**src/hw/rtl/assert_macros.svh**
```systemverilog
// assertion helpers, clocked on clk and disabled during rst
`ifndef ASSERT_MACROS_SVH
`define ASSERT_MACROS_SVH

// same-cycle implication
`define LFCR_ASSERT_IMP(label, ante, cons) \
  label: assert property (@(posedge clk) disable iff (rst) (ante) |-> (cons)) \
    else $error("lfcr assertion failed");

// next-cycle implication
`define LFCR_ASSERT_NXT(label, ante, cons) \
  label: assert property (@(posedge clk) disable iff (rst) (ante) |=> (cons)) \
    else $error("lfcr assertion failed");

`endif

```
**src/hw/rtl/lfcr_pkg.sv**
```systemverilog
`timescale 1ns / 1ps
`default_nettype none
package lfcr_pkg;

  localparam int HDR_BYTES = 3;
  localparam int CRC_BYTES = 2;
  localparam int LEN_W     = 6;
  localparam int IDX_W     = 6;
  localparam int CFG_IDX_W = 2;

  localparam logic [CFG_IDX_W-1:0] CFG_TIMEOUT  = 2'd0;
  localparam logic [CFG_IDX_W-1:0] CFG_POLY     = 2'd1;
  localparam logic [CFG_IDX_W-1:0] CFG_CRC_INIT = 2'd2;

  localparam logic [15:0] TIMEOUT_RESET  = 16'd2;
  localparam logic [15:0] POLY_RESET     = 16'hA001;
  localparam logic [15:0] CRC_INIT_RESET = 16'hFFFF;
  localparam logic [15:0] SILENCE_MAX    = 16'hFFFF;

  localparam logic REQ_BYTE = 1'b0;
  localparam logic REQ_TICK = 1'b1;

  localparam logic STATUS_GOOD = 1'b0;
  localparam logic STATUS_BAD  = 1'b1;

  typedef struct packed {
    logic             status;
    logic [7:0]       dest_addr;
    logic [7:0]       command;
    logic [LEN_W-1:0] payload_len;
    logic             has_payload;
    logic [7:0]       payload_byte;
    logic [IDX_W-1:0] byte_index;
    logic             last;
    logic [15:0]      frame_crc;
    logic [15:0]      crc_error_count;
  } item_t;

  // reflected crc, one byte, lsb first
  function automatic logic [15:0] crc_step(input logic [15:0] crc_in,
                                           input logic [7:0]  b,
                                           input logic [15:0] poly);
    logic [15:0] c;
    c = crc_in ^ {8'h00, b};
    for (int n = 0; n < 8; n++) begin
      if (c[0]) begin
        c = (c >> 1) ^ poly;
      end else begin
        c = c >> 1;
      end
    end
    return c;
  endfunction

endpackage
`default_nettype wire

```
**src/hw/rtl/lfcr_ifs.sv**
```systemverilog
`timescale 1ns / 1ps
`default_nettype none
interface lfcr_rx_if;
  logic       valid;
  logic       ready;
  logic       req_type;
  logic [7:0] rx_byte;

  modport source (output valid, output req_type, output rx_byte, input ready);
  modport sink (input valid, input req_type, input rx_byte, output ready);
endinterface

interface lfcr_res_if;
  import lfcr_pkg::*;
  logic             valid;
  logic             ready;
  logic             status;
  logic [7:0]       dest_addr;
  logic [7:0]       command;
  logic [LEN_W-1:0] payload_len;
  logic             has_payload;
  logic [7:0]       payload_byte;
  logic [IDX_W-1:0] byte_index;
  logic             last;
  logic [15:0]      frame_crc;
  logic [15:0]      crc_error_count;

  modport source (output valid, output status, output dest_addr, output command,
                  output payload_len, output has_payload, output payload_byte,
                  output byte_index, output last, output frame_crc,
                  output crc_error_count, input ready);
  modport sink (input valid, input status, input dest_addr, input command,
                input payload_len, input has_payload, input payload_byte,
                input byte_index, input last, input frame_crc,
                input crc_error_count, output ready);
endinterface
`default_nettype wire

```
**src/hw/rtl/lfcr_payload_ram.sv**
```systemverilog
`timescale 1ns / 1ps
`default_nettype none
module lfcr_payload_ram #(
  parameter int DEPTH = 59,
  parameter int AW    = 6
) (
  input  wire logic          clk,
  input  wire logic          we,
  input  wire logic [AW-1:0] waddr,
  input  wire logic [7:0]    wdata,
  input  wire logic          re,
  input  wire logic [AW-1:0] raddr,
  output logic      [7:0]    rdata
);

  logic [7:0] mem [DEPTH];

  always_ff @(posedge clk) begin
    if (we) begin
      mem[waddr] <= wdata;
    end
    if (re) begin
      rdata <= mem[raddr];
    end
  end

endmodule
`default_nettype wire

```
**src/hw/rtl/lfcr_out_reg.sv**
```systemverilog
`timescale 1ns / 1ps
`default_nettype none
module lfcr_out_reg (
  input  wire logic            clk,
  input  wire logic            rst,
  input  wire logic            load,
  input  wire lfcr_pkg::item_t item,
  output logic                 free,
  lfcr_res_if.source           result
);
  import lfcr_pkg::*;

  logic  valid;
  item_t data;

  always_ff @(posedge clk) begin
    if (rst) begin
      valid <= 1'b0;
    end else if (load) begin
      valid <= 1'b1;
    end else if (result.ready) begin
      valid <= 1'b0;
    end
  end

  always_ff @(posedge clk) begin
    if (load) begin
      data <= item;
    end
  end

  assign free                   = !valid || result.ready;
  assign result.valid           = valid;
  assign result.status          = data.status;
  assign result.dest_addr       = data.dest_addr;
  assign result.command         = data.command;
  assign result.payload_len     = data.payload_len;
  assign result.has_payload     = data.has_payload;
  assign result.payload_byte    = data.payload_byte;
  assign result.byte_index      = data.byte_index;
  assign result.last            = data.last;
  assign result.frame_crc       = data.frame_crc;
  assign result.crc_error_count = data.crc_error_count;

endmodule
`default_nettype wire

```
**src/hw/rtl/length_framed_crc_packet_receiver.sv**
```systemverilog
`timescale 1ns / 1ps
// Length-framed packet receiver with CRC-16 check.
// rx channel: one word per received byte (req_type 0) or per millisecond
// tick (req_type 1). A frame is address, command, length L, L payload
// bytes, then the CRC low and high byte (reflected CRC-16, configurable
// polynomial and preset, no final xor).
// result channel: a good frame gives one word per payload byte, or one
// word with has_payload 0 when L is zero; a CRC mismatch gives one error
// word and bumps crc_error_count. last marks the final word of a frame.
// Configuration: cfg_we/cfg_index/cfg_data, index 0 timeout, 1 polynomial,
// 2 CRC preset; written while the block is idle.
// Result path: after the final CRC byte, an empty or failed frame passes
// through S_ONE, which loads its word into the output register; a payload
// frame reads each payload byte from the payload memory in S_RD and loads it
// into the output register in S_LOAD, one byte at a time.
// rx accepts header, payload and tick words back to back while in S_RX and
// is held off in S_ONE, S_RD and S_LOAD; the output register loads only
// when free, so a stalled result channel holds it and rx stays off until
// the frame's last word is loaded into the output register.
// Reset (rst, synchronous): config back to defaults, partial frame and
// error count cleared; the payload memory is not cleared.
`default_nettype none
`include "assert_macros.svh"
module length_framed_crc_packet_receiver #(
  parameter int MAX_FRAME_BYTES = 64
) (
  input  wire logic                           clk,
  input  wire logic                           rst,
  input  wire logic                           cfg_we,
  input  wire logic [lfcr_pkg::CFG_IDX_W-1:0] cfg_index,
  input  wire logic [15:0]                    cfg_data,
  lfcr_rx_if.sink                             rx,
  lfcr_res_if.source                          result
);
  import lfcr_pkg::*;

  localparam int DEPTH = MAX_FRAME_BYTES - HDR_BYTES - CRC_BYTES;
  localparam int AW    = (DEPTH > 1) ? $clog2(DEPTH) : 1;
  localparam int CW    = $clog2(MAX_FRAME_BYTES + 1);
  localparam int TW    = 9;

  localparam logic [CW-1:0] POS_ADDR = CW'(0);
  localparam logic [CW-1:0] POS_CMD  = CW'(1);
  localparam logic [CW-1:0] POS_LEN  = CW'(2);

  typedef enum logic [3:0] {
    S_RX   = 4'b0001,
    S_ONE  = 4'b0010,
    S_RD   = 4'b0100,
    S_LOAD = 4'b1000
  } state_t;

  logic [15:0] timeout_ticks;
  logic [15:0] crc_poly;
  logic [15:0] crc_init;

  state_t      state, state_next;
  logic [CW-1:0] byte_count, byte_count_next;
  logic [CW-1:0] frame_length, frame_length_next;
  logic [15:0] running_crc, running_crc_next;
  logic [15:0] silence_ticks, silence_ticks_next;
  logic        timer_running, timer_running_next;
  logic [7:0]  hdr_addr, hdr_addr_next;
  logic [7:0]  hdr_command, hdr_command_next;
  logic [7:0]  hdr_length, hdr_length_next;
  logic [7:0]  crc_low_byte, crc_low_byte_next;
  logic [15:0] frame_crc, frame_crc_next;
  logic [15:0] err_tally, err_tally_next;
  logic        pend_status, pend_status_next;
  logic [AW-1:0] k, k_next;

  logic          rx_acc;
  logic          drop;
  logic [15:0]   crc_base;
  logic [15:0]   limit;
  logic [TW-1:0] total;
  logic [CW:0]   pos_plus_crc;
  logic          k_last;
  logic          mem_we;
  logic          mem_re;
  logic [AW-1:0] mem_waddr;
  logic [7:0]    mem_rdata;
  logic          out_free;
  logic          out_load;
  item_t         out_item;

  always_ff @(posedge clk) begin
    if (rst) begin
      timeout_ticks <= TIMEOUT_RESET;
      crc_poly      <= POLY_RESET;
      crc_init      <= CRC_INIT_RESET;
    end else if (cfg_we) begin
      case (cfg_index)
        CFG_TIMEOUT:  timeout_ticks <= cfg_data;
        CFG_POLY:     crc_poly      <= cfg_data;
        CFG_CRC_INIT: crc_init      <= cfg_data;
        default: ;
      endcase
    end
  end

  assign rx.ready     = (state == S_RX);
  assign rx_acc       = rx.valid && rx.ready;
  assign limit        = (timeout_ticks == 16'd0) ? 16'd1 : timeout_ticks;
  assign crc_base     = (byte_count == '0) ? crc_init : running_crc;
  assign total        = TW'(HDR_BYTES + CRC_BYTES) + TW'(rx.rx_byte);
  assign pos_plus_crc = (CW+1)'(byte_count) + (CW+1)'(CRC_BYTES);
  assign mem_waddr    = AW'(byte_count - CW'(HDR_BYTES));
  assign k_last       = (9'(k) + 9'd1) == 9'(hdr_length);

  always_comb begin
    state_next         = state;
    byte_count_next    = byte_count;
    frame_length_next  = frame_length;
    running_crc_next   = running_crc;
    silence_ticks_next = silence_ticks;
    timer_running_next = timer_running;
    hdr_addr_next      = hdr_addr;
    hdr_command_next   = hdr_command;
    hdr_length_next    = hdr_length;
    crc_low_byte_next  = crc_low_byte;
    frame_crc_next     = frame_crc;
    err_tally_next     = err_tally;
    pend_status_next   = pend_status;
    k_next             = k;
    drop               = 1'b0;
    mem_we             = 1'b0;
    mem_re             = 1'b0;
    out_load           = 1'b0;

    out_item.status          = pend_status;
    out_item.dest_addr       = hdr_addr;
    out_item.command         = hdr_command;
    out_item.payload_len     = hdr_length[LEN_W-1:0];
    out_item.has_payload     = 1'b0;
    out_item.payload_byte    = 8'h00;
    out_item.byte_index      = '0;
    out_item.last            = 1'b1;
    out_item.frame_crc       = frame_crc;
    out_item.crc_error_count = err_tally;

    case (state)
      S_RX: begin
        if (rx_acc && rx.req_type == REQ_TICK) begin
          if (timer_running) begin
            if (silence_ticks != SILENCE_MAX) begin
              silence_ticks_next = silence_ticks + 16'd1;
            end
            if (silence_ticks_next >= limit) begin
              drop = 1'b1;
            end
          end
        end else if (rx_acc) begin
          running_crc_next   = crc_base;
          timer_running_next = 1'b1;
          silence_ticks_next = '0;
          if (byte_count >= CW'(MAX_FRAME_BYTES)) begin
            drop = 1'b1;
          end else begin
            byte_count_next = byte_count + CW'(1);
            if (byte_count < CW'(HDR_BYTES)) begin
              if (byte_count == POS_ADDR) begin
                hdr_addr_next = rx.rx_byte;
              end else if (byte_count == POS_CMD) begin
                hdr_command_next = rx.rx_byte;
              end else begin
                hdr_length_next = rx.rx_byte;
              end
              running_crc_next = crc_step(crc_base, rx.rx_byte, crc_poly);
              if (byte_count == POS_LEN) begin
                if (total > TW'(MAX_FRAME_BYTES)) begin
                  drop = 1'b1;
                end else begin
                  frame_length_next = CW'(total);
                end
              end
            end else if (frame_length == '0) begin
              drop = 1'b1;
            end else if (pos_plus_crc < (CW+1)'(frame_length)) begin
              mem_we           = 1'b1;
              running_crc_next = crc_step(crc_base, rx.rx_byte, crc_poly);
            end else if (pos_plus_crc == (CW+1)'(frame_length)) begin
              crc_low_byte_next = rx.rx_byte;
            end else begin
              drop           = 1'b1;
              frame_crc_next = {rx.rx_byte, crc_low_byte};
              k_next         = '0;
              if (frame_crc_next != running_crc) begin
                err_tally_next   = err_tally + 16'd1;
                pend_status_next = STATUS_BAD;
                state_next       = S_ONE;
              end else if (hdr_length == 8'd0) begin
                pend_status_next = STATUS_GOOD;
                state_next       = S_ONE;
              end else begin
                pend_status_next = STATUS_GOOD;
                state_next       = S_RD;
              end
            end
          end
        end
        if (drop) begin
          byte_count_next    = '0;
          frame_length_next  = '0;
          timer_running_next = 1'b0;
          silence_ticks_next = '0;
        end
      end
      S_ONE: begin
        if (out_free) begin
          out_load   = 1'b1;
          state_next = S_RX;
        end
      end
      S_RD: begin
        mem_re     = 1'b1;
        state_next = S_LOAD;
      end
      S_LOAD: begin
        out_item.has_payload  = 1'b1;
        out_item.payload_byte = mem_rdata;
        out_item.byte_index   = IDX_W'(k);
        out_item.last         = k_last;
        if (out_free) begin
          out_load = 1'b1;
          if (k_last) begin
            state_next = S_RX;
          end else begin
            k_next     = k + AW'(1);
            state_next = S_RD;
          end
        end
      end
      default: begin
        state_next = S_RX;
      end
    endcase
  end

  always_ff @(posedge clk) begin
    if (rst) begin
      state         <= S_RX;
      byte_count    <= '0;
      frame_length  <= '0;
      running_crc   <= CRC_INIT_RESET;
      silence_ticks <= '0;
      timer_running <= 1'b0;
      hdr_addr      <= '0;
      hdr_command   <= '0;
      hdr_length    <= '0;
      crc_low_byte  <= '0;
      err_tally     <= '0;
      pend_status   <= STATUS_GOOD;
      k             <= '0;
    end else begin
      state         <= state_next;
      byte_count    <= byte_count_next;
      frame_length  <= frame_length_next;
      running_crc   <= running_crc_next;
      silence_ticks <= silence_ticks_next;
      timer_running <= timer_running_next;
      hdr_addr      <= hdr_addr_next;
      hdr_command   <= hdr_command_next;
      hdr_length    <= hdr_length_next;
      crc_low_byte  <= crc_low_byte_next;
      err_tally     <= err_tally_next;
      pend_status   <= pend_status_next;
      k             <= k_next;
    end
  end

  always_ff @(posedge clk) begin
    frame_crc <= frame_crc_next;
  end

  lfcr_payload_ram #(
    .DEPTH (DEPTH),
    .AW    (AW)
  ) u_ram (
    .clk   (clk),
    .we    (mem_we),
    .waddr (mem_waddr),
    .wdata (rx.rx_byte),
    .re    (mem_re),
    .raddr (k),
    .rdata (mem_rdata)
  );

  lfcr_out_reg u_out (
    .clk    (clk),
    .rst    (rst),
    .load   (out_load),
    .item   (out_item),
    .free   (out_free),
    .result (result)
  );

  `LFCR_ASSERT_IMP(a_count_bound, 1'b1, byte_count <= CW'(MAX_FRAME_BYTES))
  `LFCR_ASSERT_NXT(a_last_word, (state == S_LOAD) && out_free && k_last,
                   (state == S_RX) && result.valid && result.last)
  `LFCR_ASSERT_IMP(a_tally_bad, !$past(rst) && (err_tally != $past(err_tally)),
                   (state == S_ONE) && (pend_status == STATUS_BAD))

endmodule
`default_nettype wire
```
**src/flat_wrapper.sv**
```systemverilog
// flat-port wrapper written by rule: the top's interface ports become plain ports
module length_framed_crc_packet_receiver_flat import lfcr_pkg::*;
#(
  parameter int MAX_FRAME_BYTES = 64
)
  (clk, rst, cfg_we, cfg_index, cfg_data, rx_valid, rx_req_type, rx_rx_byte, rx_ready, result_valid, result_status, result_dest_addr, result_command, result_payload_len, result_has_payload, result_payload_byte, result_byte_index, result_last, result_frame_crc, result_crc_error_count, result_ready);
  lfcr_rx_if rx_i ();
  lfcr_res_if result_i ();
  input  wire logic clk;
  input  wire logic rst;
  input  wire logic cfg_we;
  input  wire logic [lfcr_pkg::CFG_IDX_W-1:0] cfg_index;
  input  wire logic [15:0] cfg_data;
  input wire logic [$bits(rx_i.valid)-1:0] rx_valid;
  input wire logic [$bits(rx_i.req_type)-1:0] rx_req_type;
  input wire logic [$bits(rx_i.rx_byte)-1:0] rx_rx_byte;
  output wire logic [$bits(rx_i.ready)-1:0] rx_ready;
  output wire logic [$bits(result_i.valid)-1:0] result_valid;
  output wire logic [$bits(result_i.status)-1:0] result_status;
  output wire logic [$bits(result_i.dest_addr)-1:0] result_dest_addr;
  output wire logic [$bits(result_i.command)-1:0] result_command;
  output wire logic [$bits(result_i.payload_len)-1:0] result_payload_len;
  output wire logic [$bits(result_i.has_payload)-1:0] result_has_payload;
  output wire logic [$bits(result_i.payload_byte)-1:0] result_payload_byte;
  output wire logic [$bits(result_i.byte_index)-1:0] result_byte_index;
  output wire logic [$bits(result_i.last)-1:0] result_last;
  output wire logic [$bits(result_i.frame_crc)-1:0] result_frame_crc;
  output wire logic [$bits(result_i.crc_error_count)-1:0] result_crc_error_count;
  input wire logic [$bits(result_i.ready)-1:0] result_ready;
  assign rx_i.valid = rx_valid;
  assign rx_i.req_type = rx_req_type;
  assign rx_i.rx_byte = rx_rx_byte;
  assign rx_ready = rx_i.ready;
  assign result_valid = result_i.valid;
  assign result_status = result_i.status;
  assign result_dest_addr = result_i.dest_addr;
  assign result_command = result_i.command;
  assign result_payload_len = result_i.payload_len;
  assign result_has_payload = result_i.has_payload;
  assign result_payload_byte = result_i.payload_byte;
  assign result_byte_index = result_i.byte_index;
  assign result_last = result_i.last;
  assign result_frame_crc = result_i.frame_crc;
  assign result_crc_error_count = result_i.crc_error_count;
  assign result_i.ready = result_ready;
  length_framed_crc_packet_receiver #(.MAX_FRAME_BYTES(MAX_FRAME_BYTES)) u_core (.clk(clk), .rst(rst), .cfg_we(cfg_we), .cfg_index(cfg_index), .cfg_data(cfg_data), .rx(rx_i), .result(result_i));
endmodule
```
**config.mk**
```make
export PLATFORM = sky130hd
export DESIGN_NAME = length_framed_crc_packet_receiver_flat
export DESIGN_NICKNAME = d
export VERILOG_FILES = /design/src/hw/rtl/lfcr_pkg.sv /design/src/hw/rtl/lfcr_ifs.sv /design/src/hw/rtl/lfcr_payload_ram.sv /design/src/hw/rtl/lfcr_out_reg.sv /design/src/hw/rtl/length_framed_crc_packet_receiver.sv /design/src/flat_wrapper.sv
export VERILOG_INCLUDE_DIRS = /design/src /design/src/hw/rtl
export SDC_FILE = /design/constraint.sdc
export NUM_CORES = 1
export LEC_CHECK = 0
export BUFFER_PORTS_ARGS = -buffer_cell sky130_fd_sc_hd__buf_2
export CAP_MARGIN = 20
export CELL_PAD_IN_SITES_DETAIL_PLACEMENT = 0
export CELL_PAD_IN_SITES_GLOBAL_PLACEMENT = 1
export CORE_MARGIN = 10
export CORE_UTILIZATION = 55
export DETAILED_ROUTE_END_ITERATION = 6
export PLACE_DENSITY = 0.85
export SETUP_SLACK_MARGIN = 0.02
export SLEW_MARGIN = 20
export SYNTH_ARGS = -nofsm -noshare
export SYNTH_HDL_FRONTEND = slang
export SYNTH_SLANG_ARGS = --single-unit
```
**constraint.sdc**
```tcl
create_clock -name clk -period 9.52 [get_ports clk]
set_input_delay 0 -clock clk [delete_from_list [all_inputs] [get_ports clk]]
set_output_delay 0 -clock clk [all_outputs]
set_load 0.01 [all_outputs]
```
==> results of run 1 <==
==> final timing paths <==
path / from / endpoint / slack, ns
worst max-delay path: u_core.byte_count[0]$_SDFFE_PP0P_ / u_core.running_crc[14]$_SDFFE_PP1P_ / 3.52
worst max register to register: u_core.byte_count[0]$_SDFFE_PP0P_ / u_core.running_crc[14]$_SDFFE_PP1P_ / 3.52
worst min-delay path: rx_rx_byte[5] / u_core.u_ram.mem[16][5]$_DFFE_PP_ / 0.08
worst min register to register: u_core.frame_crc[12]$_DFFE_PP_ / u_core.u_out.result.frame_crc[12]$_DFFE_PP_ / 0.42
==> per-layer routing <==
layer	wire (um)	vias to the layer above	GRT usage
met5	0	-	0
met4	2550	0	0.0796
met3	6900	158	0.0464
met2	39400	968	0.380
met1	31900	9796	0.320
li1	-	8729	-
==> cell type report <==
| class | count | area, um2 | share of cell area |
|---|---|---|---|
| tap | 765 | 957 | 0.0266 |
| sequential | 722 | 20100 | 0.560 |
| multi-input combinational | 1364 | 11000 | 0.305 |
| inverter | 50 | 188 | 0.00522 |
| clock inverter | 40 | 572 | 0.0159 |
| timing repair buffer | 163 | 1070 | 0.0298 |
| clock buffer | 99 | 2090 | 0.0581 |
==> metrics by stage <==
stage	std cells	utilization
final	3203	0.626
after floorplan	2262	-
after global routing	3203	0.626
after detailed placement	3032	0.574
after CTS	3201	0.625
after global placement	3032	0.574
==> sequential cells by signal, summed over array words and instances (netlist names), 4 cells and up <==
name                                 cells
u_core.byte_count                        7
u_core.crc_init                         16
u_core.crc_low_byte                      8
u_core.crc_poly                         16
u_core.err_tally                        16
u_core.frame_crc                        16
u_core.frame_length                      7
u_core.hdr_addr                          8
u_core.hdr_command                       8
u_core.hdr_length                        8
u_core.k                                 6
u_core.running_crc                      16
u_core.silence_ticks                    16
u_core.state                             4
u_core.timeout_ticks                    16
u_core.u_out.result.byte_index           6
u_core.u_out.result.command              8
u_core.u_out.result.crc_error_count     16
u_core.u_out.result.dest_addr            8
u_core.u_out.result.frame_crc           16
u_core.u_out.result.payload_byte         8
u_core.u_out.result.payload_len          6
u_core.u_ram.mem                       472
u_core.u_ram.rdata                       8
==> Yosys cell counts (11+ instances only) <==
cell      number  area [um2]
nor4_1        13        81.3
inv_1         50         188
mux4_2       144        3240
o21ai_1       21         105
a221oi_1      13         114
and3_1        17         106
nand2_1      261         980
and2_1        22         138
nor2_1       171         642
ha_1          34         425
a21oi_1       90         450
nor3_1        32         160
a22oi_1       11        82.6
nand2b_1      19         119
nand4_1       15        93.8
or3_1         14        87.6
dfxtp_1      155        3100
o21ai_0       56         280
xnor3_1       16         360
nor2b_1       14        87.6
a21o_1        15         113
buf_1         21        78.8
xnor2_1       94         823
clkbuf_1      92         345
xor2_1        48         420
nand3_1       54         270
mux2i_1       58         581
edfxtp_1     567       17000
==> timing repair <==
item | in CTS | in global routing
hold endpoints to repair | 155 | 0
setup buffers | 0 | 0
hold buffers | 30 | 0
==> kinds of logic after synthesis <==
kind of cell,count (synthesis),share of synthesized area
muxes,203,0.121
xor gates and xnor gates,159,0.0510
DFF,722,0.634
buffers and inverters,176,0.0223
AOI/OAI and AO/OA,294,0.0594
adders and majority gates,34,0.0134
and+or+nand+nor,674,0.0992
==> power by group through the flow <==
stage	Sequential, mW	Clock, mW	Combinational [mW]
after floorplan	3.57	0	0.882
after global placement	3.59	0	1.13
after detailed placement	3.59	0	1.15
after CTS	3.53	3.17	1.17
after global routing	3.53	3.29	1.28
final	3.53	3.13	1.18
==> qor.csv, run 1 <==
stage;metric;value;unit
sta;part of the cycle the worst path needs;0.630;
sta;Slew headroom;0.250;
finish;fill count;4108;
power_and_ir_drop;sw frac;0.251;
clock_tree;Clock Tree Buf Depth;3;
sta;Fin Hold WS;0.0832;ns
grt;initial antenna violation count;0;
finish;Syn-to-layout area delta;13.3;%
finish;commonest non-fill, non-tap cell in the layout;edfxtp_1;
logic_synthesis;Mapped Area;31800;um2
logic_synthesis;post-synth net total;2328;
clock_tree;Root Buffer;clkbuf_16;
status;failing checks;design-rule violations;
logic_synthesis;most used flip-flop cell after synthesis;edfxtp_1;
clock_tree;CTS tree;done;
setup_path;CP Capture Type;flip-flop;
logic_synthesis;Synth async-reset ratio;0;
clock_tree;clk slew on worst S/H paths;0.06;ns
finish;proportion of layout cells with a drive suffix above 1;0.176;
place;area post-placement;33000;um2
grt;Tot GR Track Use;0.237;
clock_tree;CTS sink cnt;722;
grt;first-pass GRT wire length;121000;um
setup_path;critical path depth in cells;16;
die;Die Ht;260;um
setup_path;CP max stage cell;a211oi_2;
route;DRT Wirelength;80800;um
setup_path;CP Buf/Inv Count;1;
logic_synthesis;Cells after Synth;2262;
logic_synthesis;Synth Register Bits;722;
grt;Congestion Overflow GR;0;
power_and_ir_drop;Max IR drop VDD;0.186;mV
die;Core ar.;57500;um2
grt;vias in the first global route;19400;
die;Starting Density;0.553;
setup_path;crit-path cells;inv_1, ha_1, or3b_1, a211o_1, nand2_1, a41oi_1, nand3_1, xor2_1, a2111oi_0, and4b_1, a2111oi_0, o21ai_0, a211oi_2, or2_4, a21oi_1, o32a_1;
finish;post-route cell area;36000;um2
sta;setup TNS;0;ns
route;Routed Antenna Nets;0;
power_and_ir_drop;Internal;5.87;mW
die;Die Footprint;67800;um2
power_and_ir_drop;sequential power share;0.450;
route;Wirelength per Cell;25.2;um
logic_synthesis;synth unique cells;86;
clock_tree;TritonCTS Buffers;75;
clock_tree;cts repair resizes;0;
finish;Final #Nets;2442;
logic_synthesis;synthesized area per cell;14.0;um2
setup_path;crit path DAT;6.50;ns
power_and_ir_drop;leak pwr;11.9;nW
logic_synthesis;Yosys warning total;0;
route;drt first pass iters;7;
run;MaxCap Viol Count;0;
route;via count;19700;
power_and_ir_drop;Pwr Total;7.85;mW
sta;RSZ-0062 raised after global routing;no;
setup_path;Critical Path Start Type;flip-flop;
route;drt initial violations;2293;
die;Rows;88;
power_and_ir_drop;pwr/cell area;218;nW/um2
setup_path;Most Frequent Cell on Critical Path;a2111oi_0;
setup_path;critical path required time;10.02;ns
power_and_ir_drop;combinational share of power;0.151;
power_and_ir_drop;Clock power frac;0.400;
setup_path;crit-path max FO;20;
status;status;finished with violations;
sta;Max Fclk;167;MHz
sta;# setup viols final;0;
sta;Final Hold Vio Count;0;
route;drc violations;4;
place;number of port buffers;104;
sta;max-slew violations;0;
finish;most frequent cells in the layout;edfxtp_1, nand2_1, nor2_1;
setup_path;Worst R2R Path Depth;16;
clock_tree;# H-tree levels;3;
place;Detailed Place HPWL;50400;um
clock_tree;clock latency on the worst-skew pair;0.62;ns
place;post-placement setup slack;3.57;ns
die;overall die width;260;um
setup_path;CP Class;flip-flop to flip-flop;
setup_path;CP delay by family, top;compound AO/OA/AOI/OAI gates;
sta;post-layout min period;6.00;ns
setup_path;Max stage delay on crit path;0.88;ns
sta;Slew @ Worst Pin;1.12;ns
logic_synthesis;sequential fraction of the synthesis area;0.634;
route;vias per inst;6.14;
sta;Worst Setup Slack, final;3.52;ns
die;I/O Pins;105;
worst_hold_path;Hold Path Class;input port to flip-flop;
grt;largest net degree at the start of global routing;84;
power_and_ir_drop;switching power total;1.97;mW
place;Routability Congestion;0.889;
worst_hold_path;Worst Hold Depth;2;
finish;n_diodes;0;
logic_synthesis;EDFF count, synth;567;
sta;Final Skew;0.0302;ns
Note: power is estimated with default switching activity, not from simulation.
==> run 2, diff against run 1 <==
Settings changed: CORE_UTILIZATION 55 to 52, PLACE_DENSITY 0.85 to 0.81.
Clock period 9.52 ns to 5.9 ns, I/O delays scaled along.
==> qor.csv, run 2 (synthesis results as in run 1) <==
stage;metric;value;unit;change
clock_tree;clk slew on worst S/H paths;0.06;ns;about the same
die;Die Ht;267;um;was 260 um
sta;setup TNS;0;ns;unchanged
finish;multi-input logic area;11000;um2;about the same
die;overall die width;267;um;was 260 um
place;Routability Congestion;0.890;;was 0.889
setup_path;R2R setup slack;0.58;ns;was 3.52 ns
clock_tree;Clock Tree Buf Depth;3;;unchanged
clock_tree;Root Buffer;clkbuf_16;;unchanged
clock_tree;# H-tree levels;3;;unchanged
finish;proportion of layout cells with a drive suffix above 1;0.183;;was 0.176
route;Routed Antenna Nets;0;;unchanged
die;Die Footprint;71400;um2;was 67800 um2
setup_path;Critical Path Start Type;flip-flop;;unchanged
place;number of port buffers;104;;unchanged
finish;fill count;4485;;was 4108
place;dpl cells;3072;;was 3032
clock_tree;clock latency on the worst-skew pair;0.61;ns;was 0.62 ns
route;Wirelength per Cell;24.2;um;was 25.2 um
grt;Congestion Overflow GR;0;;unchanged
grt;initial antenna violation count;3;;was 0
sta;Max Fclk;188;MHz;was 167 MHz
die;I/O Pins;105;;unchanged
setup_path;crit-path max FO;14;;was 20
route;drc violations;0;;was 4
finish;Syn-to-layout area delta;13.2;%;was 13.3%
setup_path;crit path DAT;5.81;ns;was 6.50 ns
status;status;finished clean;;was finished with violations
sta;max-slew violations;0;;unchanged
clock_tree;TritonCTS Buffers;76;;was 75
finish;Reg area;20100;um2;unchanged
sta;# setup viols final;0;;unchanged
setup_path;CP Class;flip-flop to flip-flop;;unchanged
clock_tree;Post-CTS Setup Inserts;0;;unchanged
route;via count;19500;;was 19700
place;Detailed Place HPWL;50900;um;was 50400 um
sta;post-layout min period;5.32;ns;was 6.00 ns
power_and_ir_drop;leak pwr;12.0;nW;was 11.9 nW
sta;Worst Setup Slack, final;0.581;ns;was 3.52 ns
power_and_ir_drop;pwr/cell area;343;nW/um2;was 218 nW/um2
grt;largest net degree at the start of global routing;86;;was 84
place;area post-placement;33200;um2;was 33000 um2
power_and_ir_drop;Max IR drop VDD;0.310;mV;was 0.186 mV
worst_hold_path;Hold Path Class;input port to flip-flop;;unchanged
grt;vias in the first global route;19400;;unchanged
sta;Final Hold Vio Count;0;;unchanged
grt;first-pass GRT wire length;120000;um;was 121000 um
sta;Slew headroom;0.258;;was 0.250
sta;Slew @ Worst Pin;1.11;ns;was 1.12 ns
setup_path;CP Capture Type;flip-flop;;unchanged
route;DRT Wirelength;78500;um;was 80800 um
power_and_ir_drop;Pwr Total;12.3;mW;was 7.85 mW
finish;Final Instance Count excl. Fillers;3242;;was 3203
route;drt initial violations;2005;;was 2293
clock_tree;CTS tree;done;;unchanged
die;Core ar.;60400;um2;was 57500 um2
sta;Fin Hold WS;0.0476;ns;was 0.0832 ns
sta;RSZ-0062 raised after global routing;no;;unchanged
die;Starting Density;0.526;;was 0.553
finish;number of flip-flops in the largest register;472;;unchanged
finish;Core Util, Final;0.595;;was 0.626
setup_path;critical path required time;6.39;ns;was 10.02 ns
route;vias per inst;6.02;;was 6.14
route;drt first pass iters;6;;was 7
die;Rows;90;;was 88
finish;post-route cell area;35900;um2;was 36000 um2
sta;part of the cycle the worst path needs;0.902;;was 0.630
finish;Final #Nets;2465;;was 2442
place;post-placement setup slack;0.566;ns;was 3.57 ns
grt;Tot GR Track Use;0.221;;was 0.237
finish;commonest non-fill, non-tap cell in the layout;edfxtp_1;;unchanged
sta;Final Skew;0.0182;ns;was 0.0302 ns
clock_tree;CTS sink cnt;722;;unchanged
finish;most frequent cells in the layout;edfxtp_1, nand2_1, nor2_1;;unchanged
finish;Largest Register;u_core.u_ram.mem;;unchanged
run;MaxCap Viol Count;0;;unchanged
[run 2: final timing paths]
kind                                     startpoint  cells past startpoint                                          end
setup reg to reg  u_core.byte_count[0]$_SDFFE_PP0P_                     16          u_core.running_crc[14]$_SDFFE_PP1P_
hold / removal                        rx_rx_byte[6]                      5           u_core.hdr_command[6]$_SDFFE_PP0P_
setup / recovery  u_core.byte_count[0]$_SDFFE_PP0P_                     16          u_core.running_crc[14]$_SDFFE_PP1P_
hold reg to reg      u_core.frame_crc[15]$_DFFE_PP_                      0  u_core.u_out.result.frame_crc[15]$_DFFE_PP_
[run 2: what timing repair did]
item,4_1_cts,5_1_grt
resized for setup,0,1
hold buffers,30,0
setup endpoints to repair,0,2
endpoints found under the hold margin,91,0
[run 2: routing by layer]
layer | vias up | wire length (um) | share of wire | track usage
met3 | 150 | 6680 | 0.085 | 0.0517
met1 | 9726 | 32000 | 0.41 | 0.294
li1 | 8789 | - | - | -
met4 | 0 | 2470 | 0.031 | 0.0748
met2 | 845 | 37400 | 0.48 | 0.354
met5 | - | 0 | 0 | 0
[run 2: critical path, cell delays in order (launching register included)]
cell and delay (ns):
dfxtp_1 0.51, inv_1 0.17, ha_1 0.27, or3b_1 0.39, a211oi_4 0.08, or2_2 0.43
o41a_1 0.49, nand3_1 0.12, nand2b_1 0.10, a2111oi_0 0.33, and4b_1 0.27, a2111oi_0 0.49
o21ai_0 0.29, a211oi_2 0.57, or2_4 0.25, a21oi_1 0.07, o32a_1 0.36
[run 2: where the power goes]
part | internal [mW] | switching, mW
combinational | 0.835 | 1.11
clock | 2.73 | 1.96
sequential | 5.58 | 0.111
[run 2: area by class of cell]
cell class | count | share of cell area
sequential | 722 | 0.560
multi-input combinational | 1364 | 0.305
clock buffer | 95 | 0.0566
timing repair buffer | 185 | 0.0343
tap | 782 | 0.0272
clock inverter | 43 | 0.0113
inverter | 50 | 0.00522
antenna | 1 | 0.0000696
